File: config.mk
export PLATFORM = sky130hd
export DESIGN_NAME = baseline_press_release_detector
export DESIGN_NICKNAME = d
export VERILOG_FILES = /design/src/bprd_pkg.sv /design/src/bprd_ram.sv /design/src/baseline_press_release_detector.sv
export VERILOG_INCLUDE_DIRS = /design/src /design/src/src
export SDC_FILE = /design/constraint.sdc
export NUM_CORES = 1
export LEC_CHECK = 0
export BUFFER_PORTS_ARGS = -buffer_cell sky130_fd_sc_hd__buf_4
export CAP_MARGIN = 5
export CORE_UTILIZATION = 45
export CTS_BUF_LIST = sky130_fd_sc_hd__clkbuf_16
export DETAILED_ROUTE_END_ITERATION = 8
export PLACE_DENSITY = 0.72
export SLEW_MARGIN = 10
export SYNTH_ARGS = -nofsm -noshare
export SYNTH_HDL_FRONTEND = slang
export SYNTH_SLANG_ARGS = --single-unit
File: constraint.sdc
create_clock -name i_clk -period 8.3 [get_ports i_clk]
set_input_delay 2.075 -clock i_clk [delete_from_list [all_inputs] [get_ports i_clk]]
set_output_delay 2.075 -clock i_clk [all_outputs]
set_load 0.1 [all_outputs]
File: src/baseline_press_release_detector_defines.svh
// Assertion helpers used by the detector RTL.
`ifndef BASELINE_PRESS_RELEASE_DETECTOR_DEFINES_SVH
`define BASELINE_PRESS_RELEASE_DETECTOR_DEFINES_SVH

`ifndef SYNTHESIS

`define BPRD_CHECK(name, expr) \
    name: assert property (@(posedge i_clk) disable iff (!i_rst_n) (expr)) \
        else $error("bprd check failed");

`define BPRD_IMPLY(name, ante, cons) \
    name: assert property (@(posedge i_clk) disable iff (!i_rst_n) (ante) |-> (cons)) \
        else $error("bprd implication failed");

`define BPRD_NEXT(name, ante, cons) \
    name: assert property (@(posedge i_clk) disable iff (!i_rst_n) (ante) |=> (cons)) \
        else $error("bprd sequence failed");

`else

`define BPRD_CHECK(name, expr)
`define BPRD_IMPLY(name, ante, cons)
`define BPRD_NEXT(name, ante, cons)

`endif

`endif

File: src/bprd_pkg.sv
package bprd_pkg;

    localparam int BTN_W   = 4;
    localparam int DEPTH_W = 16;
    localparam int THR_W   = 16;
    localparam int SUM_W   = 20;

    localparam logic [THR_W-1:0] THR_RESET = 16'd45;

    localparam logic OP_SAMPLE = 1'b0;
    localparam logic OP_MOVE   = 1'b1;

    localparam logic EV_PRESSED  = 1'b0;
    localparam logic EV_RELEASED = 1'b1;

    typedef struct packed {
        logic               op;
        logic [BTN_W-1:0]   button;
        logic [DEPTH_W-1:0] depth;
        logic               moved;
        logic               frame_end;
    } t_in_item;

    typedef struct packed {
        logic [BTN_W-1:0] event_button;
        logic             event_kind;
        logic             event_last;
    } t_out_item;

endpackage

File: src/bprd_ram.sv
module bprd_ram #(
    parameter int WIDTH = 20,
    parameter int DEPTH = 16
) (
    input  logic                                   i_clk,
    input  logic                                   i_we,
    input  logic [((DEPTH > 1) ? $clog2(DEPTH) : 1)-1:0] i_waddr,
    input  logic [WIDTH-1:0]                       i_wdata,
    input  logic [((DEPTH > 1) ? $clog2(DEPTH) : 1)-1:0] i_raddr,
    output logic [WIDTH-1:0]                       o_rdata
);

    logic [WIDTH-1:0] r_mem [DEPTH];
    logic [WIDTH-1:0] r_rdata;

    always_ff @(posedge i_clk) begin
        if (i_we) begin
            r_mem[i_waddr] <= i_wdata;
        end
        r_rdata <= r_mem[i_raddr];
    end

    assign o_rdata = r_rdata;

endmodule

File: src/baseline_press_release_detector.sv
// Press/release detector over up to NUM_BUTTONS buttons with a self-learned depth
// baseline. Each input beat is taken in S_IDLE and handled in S_CALC: the button's
// baseline sum is read from a one-port-read memory, then updated or compared and
// written back. A frame_end sample beat that yields events is followed by a walk over
// the button masks, one button index per cycle while the output is not stalled,
// pressed group first and released group second, ending right after the last event.
// No new beat is taken during the walk. After reset or a surface move the first
// CALIB_FRAMES+1 frames calibrate and give no events. Result beats sit in an output
// register, so the next input beat is taken while an event still waits downstream.
module baseline_press_release_detector #(
    parameter int NUM_BUTTONS  = 16,
    parameter int CALIB_FRAMES = 10
) (
    input  logic                              i_clk,
    input  logic                              i_rst_n,
    input  logic                              i_cfg_we,
    input  logic [bprd_pkg::THR_W-1:0]        i_cfg_data,
    input  logic                              i_valid,
    input  bprd_pkg::t_in_item                i_data,
    output logic                              o_stall,
    output logic                              o_valid,
    output bprd_pkg::t_out_item               o_data,
    input  logic                              i_stall
);

`include "baseline_press_release_detector_defines.svh"

    localparam int NB  = NUM_BUTTONS;
    localparam int AW  = (NB > 1) ? $clog2(NB) : 1;
    localparam int CFW = $clog2(CALIB_FRAMES + 1);
    localparam int MW  = bprd_pkg::DEPTH_W + CFW;
    localparam int CW  = ((MW > bprd_pkg::SUM_W) ? MW : bprd_pkg::SUM_W) + 1;
    localparam int SW  = bprd_pkg::SUM_W;

    localparam logic [CFW-1:0] CF_K   = CFW'(CALIB_FRAMES);
    localparam logic [5:0]     NB_K   = 6'(NUM_BUTTONS);
    localparam logic [AW-1:0]  IDX_MX = AW'(NUM_BUTTONS - 1);

    typedef enum logic [1:0] {
        S_IDLE,
        S_CALC,
        S_WALK_P,
        S_WALK_R
    } t_state;

    t_state              r_state;
    bprd_pkg::t_in_item  r_item;
    bprd_pkg::t_out_item r_odata;
    logic                r_ovalid;
    logic [bprd_pkg::THR_W-1:0] r_thr;
    logic [NB-1:0]       r_known;
    logic [NB-1:0]       r_now;
    logic [NB-1:0]       r_before;
    logic [NB-1:0]       r_evp;
    logic [NB-1:0]       r_evr;
    logic                r_calib;
    logic [CFW-1:0]      r_cframe;
    logic                r_moved;
    logic                r_moved_b;
    logic [AW-1:0]       r_widx;

    logic [AW-1:0]       bidx;
    logic                bvalid;
    logic                active;
    logic                do_smp;
    logic                ram_we;
    logic [SW-1:0]       ram_wdata;
    logic [SW-1:0]       ram_rdata;
    logic [AW-1:0]       ram_raddr;
    logic [SW:0]         sum_ext;
    logic [SW-1:0]       sum_sat;
    logic [MW-1:0]       lhs;
    logic [MW-1:0]       thr_x;
    logic [CW-1:0]       rhs;
    logic                hit;
    logic                set_known;
    logic [NB-1:0]       n_now;
    logic [NB-1:0]       n_newp;
    logic [NB-1:0]       n_newr;
    logic                cur;
    logic [NB-1:0]       rem_p;
    logic [NB-1:0]       rem_r;
    logic                walk_done;
    logic                out_free;
    logic                emit;

    bprd_ram #(
        .WIDTH (SW),
        .DEPTH (NB)
    ) u_sum_ram (
        .i_clk   (i_clk),
        .i_we    (ram_we),
        .i_waddr (bidx),
        .i_wdata (ram_wdata),
        .i_raddr (ram_raddr),
        .o_rdata (ram_rdata)
    );

    assign ram_raddr = AW'(i_data.button);
    assign out_free  = !r_ovalid || !i_stall;

    // sample path: memory data arrives in S_CALC for the beat taken in S_IDLE
    always_comb begin
        bidx      = AW'(r_item.button);
        bvalid    = {2'b00, r_item.button} < NB_K;
        active    = !r_moved && !r_moved_b;
        do_smp    = (r_item.op == bprd_pkg::OP_SAMPLE) && active && bvalid;
        sum_ext   = {1'b0, ram_rdata} + (SW + 1)'(r_item.depth);
        sum_sat   = sum_ext[SW] ? {SW{1'b1}} : sum_ext[SW-1:0];
        // depth > avg + thr, scaled by CALIB_FRAMES to stay exact
        lhs       = {{CFW{1'b0}}, r_item.depth} * {{bprd_pkg::DEPTH_W{1'b0}}, CF_K};
        thr_x     = {{CFW{1'b0}}, r_thr} * {{bprd_pkg::DEPTH_W{1'b0}}, CF_K};
        rhs       = CW'(ram_rdata) + CW'(thr_x);
        ram_we    = 1'b0;
        ram_wdata = sum_sat;
        hit       = 1'b0;
        set_known = 1'b0;
        if (r_state == S_CALC && do_smp) begin
            if (r_calib) begin
                if (r_cframe == '0) begin
                    ram_we    = 1'b1;
                    ram_wdata = SW'(r_item.depth);
                    set_known = 1'b1;
                end else if (r_cframe < CF_K && r_known[bidx]) begin
                    ram_we = 1'b1;
                end
            end else if (r_known[bidx] && (CW'(lhs) > rhs)) begin
                hit = 1'b1;
            end
        end
        n_now = r_now;
        if (hit) begin
            n_now[bidx] = 1'b1;
        end
        n_newp = n_now & ~r_before;
        n_newr = r_before & ~n_now;
    end

    // event walk: last flag comes from what is left in both masks
    always_comb begin
        rem_p = r_evp;
        rem_r = r_evr;
        if (r_state == S_WALK_R) begin
            cur = r_evr[r_widx];
            rem_r[r_widx] = 1'b0;
        end else begin
            cur = r_evp[r_widx];
            rem_p[r_widx] = 1'b0;
        end
        walk_done = (rem_p | rem_r) == '0;
        emit      = (r_state inside {S_WALK_P, S_WALK_R}) && out_free && cur;
    end

    always_ff @(posedge i_clk) begin
        if (!i_rst_n) begin
            r_state   <= S_IDLE;
            r_ovalid  <= 1'b0;
            r_thr     <= bprd_pkg::THR_RESET;
            r_known   <= '0;
            r_now     <= '0;
            r_before  <= '0;
            r_evp     <= '0;
            r_evr     <= '0;
            r_calib   <= 1'b1;
            r_cframe  <= '0;
            r_moved   <= 1'b0;
            r_moved_b <= 1'b0;
            r_widx    <= '0;
        end else begin
            if (i_cfg_we) begin
                r_thr <= i_cfg_data;
            end
            if (emit) begin
                r_ovalid <= 1'b1;
            end else if (!i_stall) begin
                r_ovalid <= 1'b0;
            end
            case (r_state)
                S_IDLE: begin
                    if (i_valid) begin
                        r_item  <= i_data;
                        r_state <= S_CALC;
                    end
                end
                S_CALC: begin
                    r_state <= S_IDLE;
                    if (set_known) begin
                        r_known[bidx] <= 1'b1;
                    end
                    if (r_item.op == bprd_pkg::OP_MOVE) begin
                        r_moved <= r_item.moved;
                        if (r_item.moved) begin
                            r_known  <= '0;
                            r_now    <= '0;
                            r_before <= '0;
                            r_calib  <= 1'b1;
                            r_cframe <= '0;
                        end
                    end else if (r_item.frame_end) begin
                        r_moved_b <= r_moved;
                        r_now     <= '0;
                        if (active) begin
                            r_evp    <= n_newp;
                            r_evr    <= n_newr;
                            r_before <= n_now;
                            r_widx   <= '0;
                            if (r_calib) begin
                                if (r_cframe >= CF_K) begin
                                    r_calib <= 1'b0;
                                end else begin
                                    r_cframe <= r_cframe + 1'b1;
                                end
                            end
                            if ((n_newp | n_newr) != '0) begin
                                r_state <= S_WALK_P;
                            end
                        end else if (r_moved_b && !r_moved) begin
                            // move flag just dropped: learn the surface again
                            r_known  <= '0;
                            r_before <= '0;
                            r_calib  <= 1'b1;
                            r_cframe <= '0;
                        end
                    end else begin
                        r_now <= n_now;
                    end
                end
                S_WALK_P, S_WALK_R: begin
                    if (out_free) begin
                        if (cur) begin
                            r_odata.event_button   <= bprd_pkg::BTN_W'(r_widx);
                            r_odata.event_kind     <= (r_state == S_WALK_R) ?
                                                      bprd_pkg::EV_RELEASED :
                                                      bprd_pkg::EV_PRESSED;
                            r_odata.event_last     <= walk_done;
                        end
                        r_evp <= rem_p;
                        r_evr <= rem_r;
                        if (walk_done) begin
                            r_state <= S_IDLE;
                        end else if (r_widx == IDX_MX) begin
                            r_widx  <= '0;
                            r_state <= S_WALK_R;
                        end else begin
                            r_widx <= r_widx + 1'b1;
                        end
                    end
                end
                default: begin
                    r_state <= S_IDLE;
                end
            endcase
        end
    end

    assign o_stall = (r_state != S_IDLE);
    assign o_valid = r_ovalid;
    assign o_data  = r_odata;

    `BPRD_NEXT(a_accept_calc, i_valid && !o_stall, r_state == S_CALC)
    `BPRD_IMPLY(a_walk_pending, r_state == S_WALK_P || r_state == S_WALK_R, (r_evp | r_evr) != '0)
    `BPRD_IMPLY(a_calib_done, !r_calib, r_cframe == CF_K)
    `BPRD_CHECK(a_pressed_known, ((r_now | r_before) & ~r_known) == '0)

endmodule
==> impl_metrics.ini, run 1 <==
[pwr]
p_total_w = 0.00571
clock_power_share_pct = 36.9
powerDensity_nw_per_um2 = 220
switching_share_pct = 26.0
p_leak_nw = 9.26
p_int_w = 0.00422
p_switching_w = 0.00148
ir_drop_v = 0.000153
pwr-share-comb_pct = 14.9
p_seq_share_pct = 48.1

[synth]
ys_warn_count = 0
synthArstFlopShare_pct = 0
ys_seq_area_share_pct = 56.6
avgSynthCellArea_um2 = 13.3
ys_types = 69
synth-edff-count = 349
synth_mux_area_share_pct = 12.2
synth_top_family_by_area = multiplexers
synthSimpleGateAreaFrac_pct = 8.95
synthAdderAreaFrac_pct = 8.52
synth_area_um2 = 23100
synthFlopType = edfxtp_1
synth_fp_nets = 1936
synth_compound_area_share_pct = 9.15
ys_seq_elements = 479
synth_xor_xnor_area_share_pct = 2.01
syn_inst = 1737

[critical_path]
worst-r2r-cell-count = 30
timing.reg2reg.setup_slack_ns = 1.17
cp_slowest_stage_delay_ns = 0.75
endpoint_kind = register
regToRegEndpoint = r_state[1]
slowest_stage = nor3_4
cp.arrival_ns = 7.62
cp_max_fo = 17
r2r_start = r_thr[1]
cp_common_cell = ha_1
required_ns = 8.80
path_class = register to register
worst_setup_path_start_kind = register

[detailed_routing]
first_pass_iters = 5
routed_wl_um = 56100
wl_per_cell_um = 22.4
via_per_inst = 5.88
num_vias = 14700
drtIter0Drc = 1367
drcViolationCount = 0
postRouteAntennaNets = 0

[global_route]
grt_pass1_wl_um = 86900
grt_usage_pct = 21.7
antenna_found_initial = 0
grt_pass1_vias = 14800
grt_remaining_overflow = 0
grt_max_degree = 68

[floorplan]
die_area_um2 = 52300
die_width_um = 229
initial_core_util_pct = 45.9
io_pins = 52
rows = 82
coreArea_um2 = 50400
die_y_um = 229

[timing]
fin_crit_ns = 7.13
period_share_pct = 85.9
slew_violations = 0
hold_viol_final = 0
tns_ns = 0
rsz0062_at_grt = no
fmax_ghz = 0.140
setup_viol = 0
fin_skew_ns = 0.0591
slew_headroom_pct = 19.9
worst_slew_pin_slew_ns = 1.20

[clock_tree]
clockBufferDepth = 3
tritoncts = done
insertion_delay_ns = 0.63
numCtsBuffers = 48
cts_sinks = 479
root_buffer = clkbuf_16
cts_resized = 0
cts_hold_buffers = 0
ctsHtreeMaxLevel = 2
post_cts_buffers = 0
clk_transition_reported_paths_ns = 0.06

[cells_and_area]
mostFrequentLayoutCells = edfxtp_1, ha_1, nand2_1
fillerInstances = 4126
final_common_cell = edfxtp_1
nets = 1991
drive_above_1_share_pct = 16.9
finish.utilization_pct = 51.4
syn_to_final_growth_pct = 12.1

[worst_hold_path]
hold_class = register to register
holdPathEnd = r_now[14]
min-delay-start = r_now[14]
worst_hold_path.num_cells = 2

[outcome]
outcome = finished, final reports clean

[placed_design]
hpwl_um = 35000
io_buffer_count = 51
place.gp.congestion = 0.915

[job]
max_cap_viol_count = 0
## power by group through the flow
stage / logic (W) / clock network [W] / registers, W
final: 0.000851 / 0.00211 / 0.00275
after global routing: 0.000942 / 0.00224 / 0.00275
after CTS: 0.000834 / 0.00215 / 0.00275
after detailed placement: 0.000824 / 0 / 0.00280
after global placement: 0.000791 / 0 / 0.00280
after floorplan: 0.000613 / 0 / 0.00277
## cell usage after synthesis (all sizes together), types with 6 or more instances
master / number / area (µm²)
a211oi: 10 / 80.1
a21boi: 24 / 180
a21o: 14 / 105
a21oi: 82 / 452
a22oi: 22 / 165
a31oi: 31 / 194
and2: 8 / 50.1
and3: 7 / 43.8
buf: 24 / 113
clkbuf: 51 / 191
dfxtp: 130 / 2600
edfxtp: 349 / 10500
ha: 151 / 1890
inv: 75 / 282
mux2i: 23 / 230
mux4: 115 / 2590
nand2: 148 / 556
nand2b: 12 / 75.1
nand3: 38 / 190
nand4: 10 / 62.6
nor2: 113 / 424
nor2b: 54 / 338
nor3: 23 / 126
nor4: 6 / 43.8
o211a: 7 / 70.1
o21a: 9 / 67.6
o21ai: 77 / 385
o31ai: 7 / 57.6
xnor2: 37 / 324
xor2: 16 / 140
## cell type report
| cell class | count | area (µm²) | area share (%) |
|---|---|---|---|
| Tap cell | 672 | 841 | 3.25 |
| Clock buffer | 49 | 1230 | 4.74 |
| Antenna cell | 1 | 2.50 | 0.00966 |
| Sequential cell | 479 | 13100 | 50.5 |
| Clock inverter | 38 | 310 | 1.20 |
| Multi-Input combinational cell | 1108 | 9550 | 36.9 |
| Inverter | 75 | 282 | 1.09 |
| Timing Repair Buffer | 80 | 601 | 2.32 |
## worst max-delay path, delay by kind of cell (launching register included)
kind            cells  cell delay, ns
compound gates     11            2.10
xor+xnor            2            0.28
fa+ha+maj           6            1.70
buf+inv             2            0.18
flops               1            0.36
simple gates        9            2.39
## kinds of logic after synthesis
logic type / after synthesis
xor+xnor: 53
flops: 479
simple gates: 439
compound gates: 323
mux: 138
fa+ha+maj: 155
buf+inv: 150
## worst max-delay path by stage
stage | from | endpoint | slack, ns | cells past startpoint
detailed placement | r_thr[1] | r_state[1] | 1.28 | 30
finish | r_thr[1] | r_state[1] | 1.17 | 30
global route | r_thr[1] | r_state[1] | 0.59 | 31
CTS | r_thr[1] | r_state[1] | 1.22 | 30
floorplan | r_thr[1] | r_state[1] | 2.47 | 30
global placement | r_thr[1] | r_state[1] | 1.48 | 30
## registers in the layout (all words and copies together) (netlist names), 2 cells and up
register,count
r_item,19
o_data,6
r_known,16
r_evr,16
r_evp,16
r_thr,16
r_before,16
u_sum_ram.o_rdata,20
bidx,4
r_cframe,4
r_widx,4
r_now,16
u_sum_ram.r_mem,320
r_state,2
## through the flow
step / cell area (µm²) / std cells / setup WS [ns] / hold WS (ns)
3_3_place_gp: 24300 / 2414 / 1.48 / 0.443
3_5_place_dp: 24300 / 2414 / 1.28 / 0.454
2_1_floorplan: 23100 / 1737 / 2.47 / 0.403
5_1_grt: 25900 / 2501 / 0.587 / 0.491
6_report: 25900 / 2502 / 1.17 / 0.462
4_1_cts: 25800 / 2501 / 1.22 / 0.466
## per-layer routing
layer / up-vias / share of wire [%] / GRT usage (%)
met3: 100 / 6.3 / 3.66
met5: - / 0 / 0
met2: 539 / 49 / 35.9
met1: 7366 / 43 / 29.3
li1: 6710 / - / -
met4: 0 / 2.5 / 6.33
(Power assumes the default switching activity.)
==> run 2, diff against run 1 <==
--- a/config.mk
+++ b/config.mk
@@ -8,10 +8,10 @@
 export LEC_CHECK = 0
 export BUFFER_PORTS_ARGS = -buffer_cell sky130_fd_sc_hd__buf_4
 export CAP_MARGIN = 5
-export CORE_UTILIZATION = 45
+export CORE_UTILIZATION = 25
 export CTS_BUF_LIST = sky130_fd_sc_hd__clkbuf_16
 export DETAILED_ROUTE_END_ITERATION = 8
-export PLACE_DENSITY = 0.72
+export PLACE_DENSITY = 0.5
 export SLEW_MARGIN = 10
 export SYNTH_ARGS = -nofsm -noshare
 export SYNTH_HDL_FRONTEND = slang
==> run 2 against run 1 <==
Against the previous run:
- sequential cell count stayed put
- first-iteration DRC count is 16% lower
- largest power group unchanged
- critical endpoint unchanged
- critical path type unchanged
- critical path depth stayed put
- sequential share of layout area is 1.3 points lower
- highest routed layer is now met5
- die area is 79% higher
==> impl_metrics.ini, run 2 (synthesis gave the netlist of run 1 again) <==
[placed_design]
hpwl_um = 37700
dp_cells = 2933
io_buffer_count = 51
place.gp.congestion = 0.830

[floorplan]
rows = 111
coreArea_um2 = 91700
die_width_um = 306
initial_core_util_pct = 25.2
die_area_um2 = 93600
die_y_um = 306
io_pins = 52

[detailed_routing]
wl_per_cell_um = 19.4
via_per_inst = 4.77
drcViolationCount = 0
routed_wl_um = 58900
first_pass_iters = 6
num_vias = 14400
drtIter0Drc = 1145
postRouteAntennaNets = 0

[critical_path]
path_class = register to register
endpoint_kind = register
cp_common_cell = ha_1
slowest_stage = nor3_4
crit_family = simple AND/OR/NAND/NOR gates
worst_setup_path_start_kind = register
cp_slowest_stage_delay_ns = 0.78
cp.arrival_ns = 7.46
cp_max_fo = 17
path_buf_inv = 2
timing.reg2reg.setup_slack_ns = 1.36
required_ns = 8.82

[clock_tree]
cts_hold_buffers = 0
post_cts_buffers = 0
cts_sinks = 479
clk_transition_reported_paths_ns = 0.06
ctsHtreeMaxLevel = 2
tritoncts = done
cts_resized = 0
numCtsBuffers = 51
insertion_delay_ns = 0.63
root_buffer = clkbuf_16
clockBufferDepth = 3

[worst_hold_path]
hold_class = register to register

[timing]
fin_skew_ns = 0.0660
period_share_pct = 83.7
rsz0062_at_grt = no
slew_violations = 0
fmax_ghz = 0.144
hold_viol_final = 0
setup_viol = 0
worst_slew_pin_slew_ns = 1.21
tns_ns = 0
fin_crit_ns = 6.94
slew_headroom_pct = 19.0

[global_route]
grt_pass1_vias = 14600
grt_remaining_overflow = 0
grt_pass1_wl_um = 89500
antenna_found_initial = 5
grt_usage_pct = 12.4
grt_max_degree = 68

[cells_and_area]
drive_above_1_share_pct = 17.4
stdcell_count = 3028
largest_register = u_sum_ram.r_mem
syn_to_final_growth_pct = 15.1
final_common_cell = edfxtp_1
antenna-diode-count = 0
mostFrequentLayoutCells = edfxtp_1, ha_1, nand2_1
nets = 1999
largest_reg_flops = 320

[job]
max_cap_viol_count = 0

[pwr]
p_leak_nw = 9.30
powerDensity_nw_per_um2 = 216
ir_drop_v = 0.000144

[outcome]
outcome = finished, final reports clean
run 2: cell types whose count changed in the layout (fill, tap and decap cells not counted), sizes merged:
cell / change
clkinv: +8
buf: +5
bufinv: -2
clkbuf: +2
clkinvlp: +2
inv: -2
diode: -1
run 2: layout make-up:
type	instances	area, µm²
fillers	9217	65100
flip-flops and latches	479	13100
multi-input cells	1108	9530
well taps	1186	1480
clock buffers	51	1280
repair buffers	85	638
clock inverters	44	305
inverters	75	282
run 2: per-stage QoR:
stage,cell area (µm²),setup slack (ns),power [W],hold slack [ns],util [%]
finish,26600,1.36,0.00574,0.472,29.0
global route,26600,0.559,0.00600,0.487,29.0
CTS,26500,1.29,0.00581,0.473,29.0
detailed placement,25000,1.31,0.00364,0.456,27.2
global placement,25000,1.39,0.00362,0.453,27.2
floorplan,23100,2.47,0.00339,0.403,-
run 2: power by group:
part,internal [W],switching [W],leakage (nW)
Sequential,0.00271,0.0000394,4.19
Clock,0.00116,0.000982,0.825
Combinational,0.000350,0.000504,4.28
run 2: worst paths after layout:
kind / start / end / cells past startpoint
hold reg to reg: r_known[5] / r_known[5] / 2
setup / recovery: r_thr[1] / r_state[1] / 30
hold / removal: r_known[5] / r_known[5] / 2
setup reg to reg: r_thr[1] / r_state[1] / 30
run 2: metal layers:
layer / GRT usage [%] / routed length (µm)
met1: 16.9 / 27200
met3: 1.76 / 2740
met2: 20.6 / 27900
met5: 0 / 46
met4: 3.04 / 1060
run 2: worst register-to-register path, delay by kind of cell (launching register included):
kind | cells | cell delay (ns)
fa+ha+maj | 6 | 1.68
simple gates | 9 | 2.29
compound gates | 11 | 2.05
xor+xnor | 2 | 0.27
buf+inv | 2 | 0.18
flops | 1 | 0.36
==> run 3, diff against run 2 <==
--- a/config.mk
+++ b/config.mk
@@ -6,6 +6,7 @@
 export SDC_FILE = /design/constraint.sdc
 export NUM_CORES = 1
 export LEC_CHECK = 0
+export ABC_AREA = 1
 export BUFFER_PORTS_ARGS = -buffer_cell sky130_fd_sc_hd__buf_4
 export CAP_MARGIN = 5
 export CORE_UTILIZATION = 25
==> constraint.sdc (replaced) <==
create_clock -name i_clk -period 6.6 [get_ports i_clk]
set_input_delay 1.65 -clock i_clk [delete_from_list [all_inputs] [get_ports i_clk]]
set_output_delay 1.65 -clock i_clk [all_outputs]
set_load 0.1 [all_outputs]
==> run 3 against run 2 <==
Against the previous run:
- final cell count is 24% higher
- critical path type unchanged
- critical endpoint unchanged
- clock skew is 0.0094 ns lower
- die area is 4.3% higher
- largest cell class unchanged
==> impl_metrics.ini, run 3 <==
[synth]
yosysTopAreaCellShare_pct = 43.5
syn_inst = 2416
synth_common_cells = edfxtp_1, nand2_1, inv_1
synth_top_area_cell = edfxtp_1
synth_mux_area_share_pct = 3.32
ys_seq_area_share_pct = 54.3
synthSimpleGateAreaFrac_pct = 11.6
synthArstFlopShare_pct = 0
synth_compound_area_share_pct = 14.4
synthTopCellsByArea = edfxtp_1, dfxtp_1, ha_1
avgSynthCellArea_um2 = 9.97
synth_most_common_cell = edfxtp_1
ys_types = 50
ys_seq_elements = 479
synth_area_um2 = 24100
ys_warn_count = 0
synthFlopType = edfxtp_1
synth-edff-count = 349
synth_top_family_by_area = compound AO/OA/AOI/OAI gates
synth_xor_xnor_area_share_pct = 2.14
synthAdderAreaFrac_pct = 8.17
synth_fp_nets = 2615

[floorplan]
initial_core_util_pct = 25.3
die_area_um2 = 97600
io_pins = 52
rows = 113
die_y_um = 312
die_width_um = 312
coreArea_um2 = 95300

[global_route]
grt_pass1_vias = 16600
antenna_found_initial = 2
grtUsageMet1_pct = 18.0
grt_max_degree = 132
met2_usage_pct = 21.1
grt_usage_pct = 13.1
grt-busiest-layer = met2
grt_remaining_overflow = 0
grt_use_met3_pct = 2.13
grt_pass1_wl_um = 99200

[critical_path]
timing.reg2reg.setup_slack_ns = 0.53
required_ns = 7.09
path_buf_inv = 3
endpoint_kind = register
slowest_stage = fa_1
regToRegEndpoint = r_state[1]
cp.arrival_ns = 6.56
crit_family = simple AND/OR/NAND/NOR gates
cp_common_cell = ha_1
r2r_start = r_thr[1]
crit_cells = 31
cp_slowest_stage_delay_ns = 0.47
path_class = register to register
worst_setup_path_start_kind = register
cp-endpoint = r_state[1]
startpoint = r_thr[1]
worst-r2r-cell-count = 31
cp_max_fo = 16

[cells_and_area]
fillerInstances = 9916
final_common_cell = edfxtp_1
syn_to_final_growth_pct = 15.2
largest_register = u_sum_ram.r_mem
largest_reg_flops = 320
mostFrequentLayoutCells = edfxtp_1, nand2_1, inv_1
multi_input_area_um2 = 9640
antenna-diode-count = 0
drive_above_1_share_pct = 9.78
finish.utilization_pct = 29.1
stdcell_area_um2 = 27800
regArea_um2 = 13100
nets = 2650

[pwr]
ir_drop_v = 0.000223
powerDensity_nw_per_um2 = 284
p_leak_nw = 10.7

[timing]
fin_skew_ns = 0.0566
slew_headroom_pct = 22.3
tns_ns = 0
rsz0062_at_grt = no
setup_viol = 0
fin_crit_ns = 6.07
hold_viol_final = 0
worst_slew_pin_slew_ns = 1.17
slew_violations = 0
period_share_pct = 91.9
fmax_ghz = 0.165

[detailed_routing]
postRouteAntennaNets = 0
drtIter0Drc = 1271
routed_wl_um = 64900
first_pass_iters = 7
wl_per_cell_um = 17.3
drcViolationCount = 0
num_vias = 17200
via_per_inst = 4.58

[placed_design]
placed_cell_area_um2 = 26000
place.gp.congestion = 0.840
hpwl_um = 40600
io_buffer_count = 51

[job]
max_cap_viol_count = 0

[clock_tree]
cts_resized = 0
post_cts_buffers = 0
cts_hold_buffers = 0
cts_sinks = 479
ctsHtreeMaxLevel = 2
tritoncts = done
insertion_delay_ns = 0.63
clockBufferDepth = 3
clk_transition_reported_paths_ns = 0.06
root_buffer = clkbuf_16
numCtsBuffers = 53

[worst_hold_path]
hold_class = register to register

[outcome]
outcome = finished, final reports clean
[run 3: worst register-to-register path: cells and delay by family (launching register included)]
kind / cells / cell delay [ns]
AO/OA/AOI/OAI: 6 / 1.36
XOR/XNOR: 2 / 0.34
adder cells (fa/ha/maj): 6 / 1.68
buffers and inverters: 3 / 0.21
flip-flops: 1 / 0.35
AND/OR/NAND/NOR: 14 / 1.99
[run 3: area by class of cell]
type	count	area share [%]
Clock buffer	53	4.78
Inverter	271	3.66
Multi-Input combinational cell	1561	34.7
Sequential cell	479	47.1
Clock inverter	46	1.71
Tap cell	1265	5.70
Timing Repair Buffer	85	2.32
[run 3: logic make-up (layout without fill, tap and decap cells)]
group | count (synthesis) | after routing
buffers and inverters | 376 | 455
muxes | 80 | 80
AOI/OAI and AO/OA | 612 | 612
xor gates and xnor gates | 59 | 59
DFF | 479 | 479
adders and majority gates | 155 | 155
and+or+nand+nor | 655 | 655
[run 3: worst min-delay path by stage]
stage          cells past startpoint         start  slack (ns)            to
2_1_floorplan                      0     r_widx[2]        0.41     o_data[4]
3_3_place_gp                       2    r_known[7]        0.45    r_known[7]
3_5_place_dp                       2    r_known[7]        0.46    r_known[7]
4_1_cts                            2    r_known[7]        0.47    r_known[7]
5_1_grt                            2  r_before[11]        0.49  r_before[11]
6_report                           2   r_known[12]        0.47   r_known[12]
[run 3: power breakdown]
part | internal (W) | total (W) | switching, W
clock | 0.00179 | 0.00305 | 0.00126
sequential | 0.00344 | 0.00349 | 0.0000589
combinational | 0.000447 | 0.00133 | 0.000887
total | 0.00567 | 0.00788 | 0.00221
[run 3: stage by stage]
| step | power (W) | cells | hold slack, ns | setup slack, ns |
|---|---|---|---|---|
| after floorplan | 0.00448 | 2416 | 0.409 | 1.43 |
| after global placement | 0.00490 | 3661 | 0.449 | 0.690 |
| after detailed placement | 0.00489 | 3661 | 0.461 | 0.561 |
| after CTS | 0.00797 | 3760 | 0.473 | 0.511 |
| after global routing | 0.00826 | 3760 | 0.487 | 0.0666 |
| final | 0.00788 | 3760 | 0.470 | 0.534 |
[run 3: layer usage]
layer	routed length [µm]	part of all wire, %
met1	30800	47
met2	29700	46
met3	3170	4.9
met4	1190	1.8
met5	12	0.018
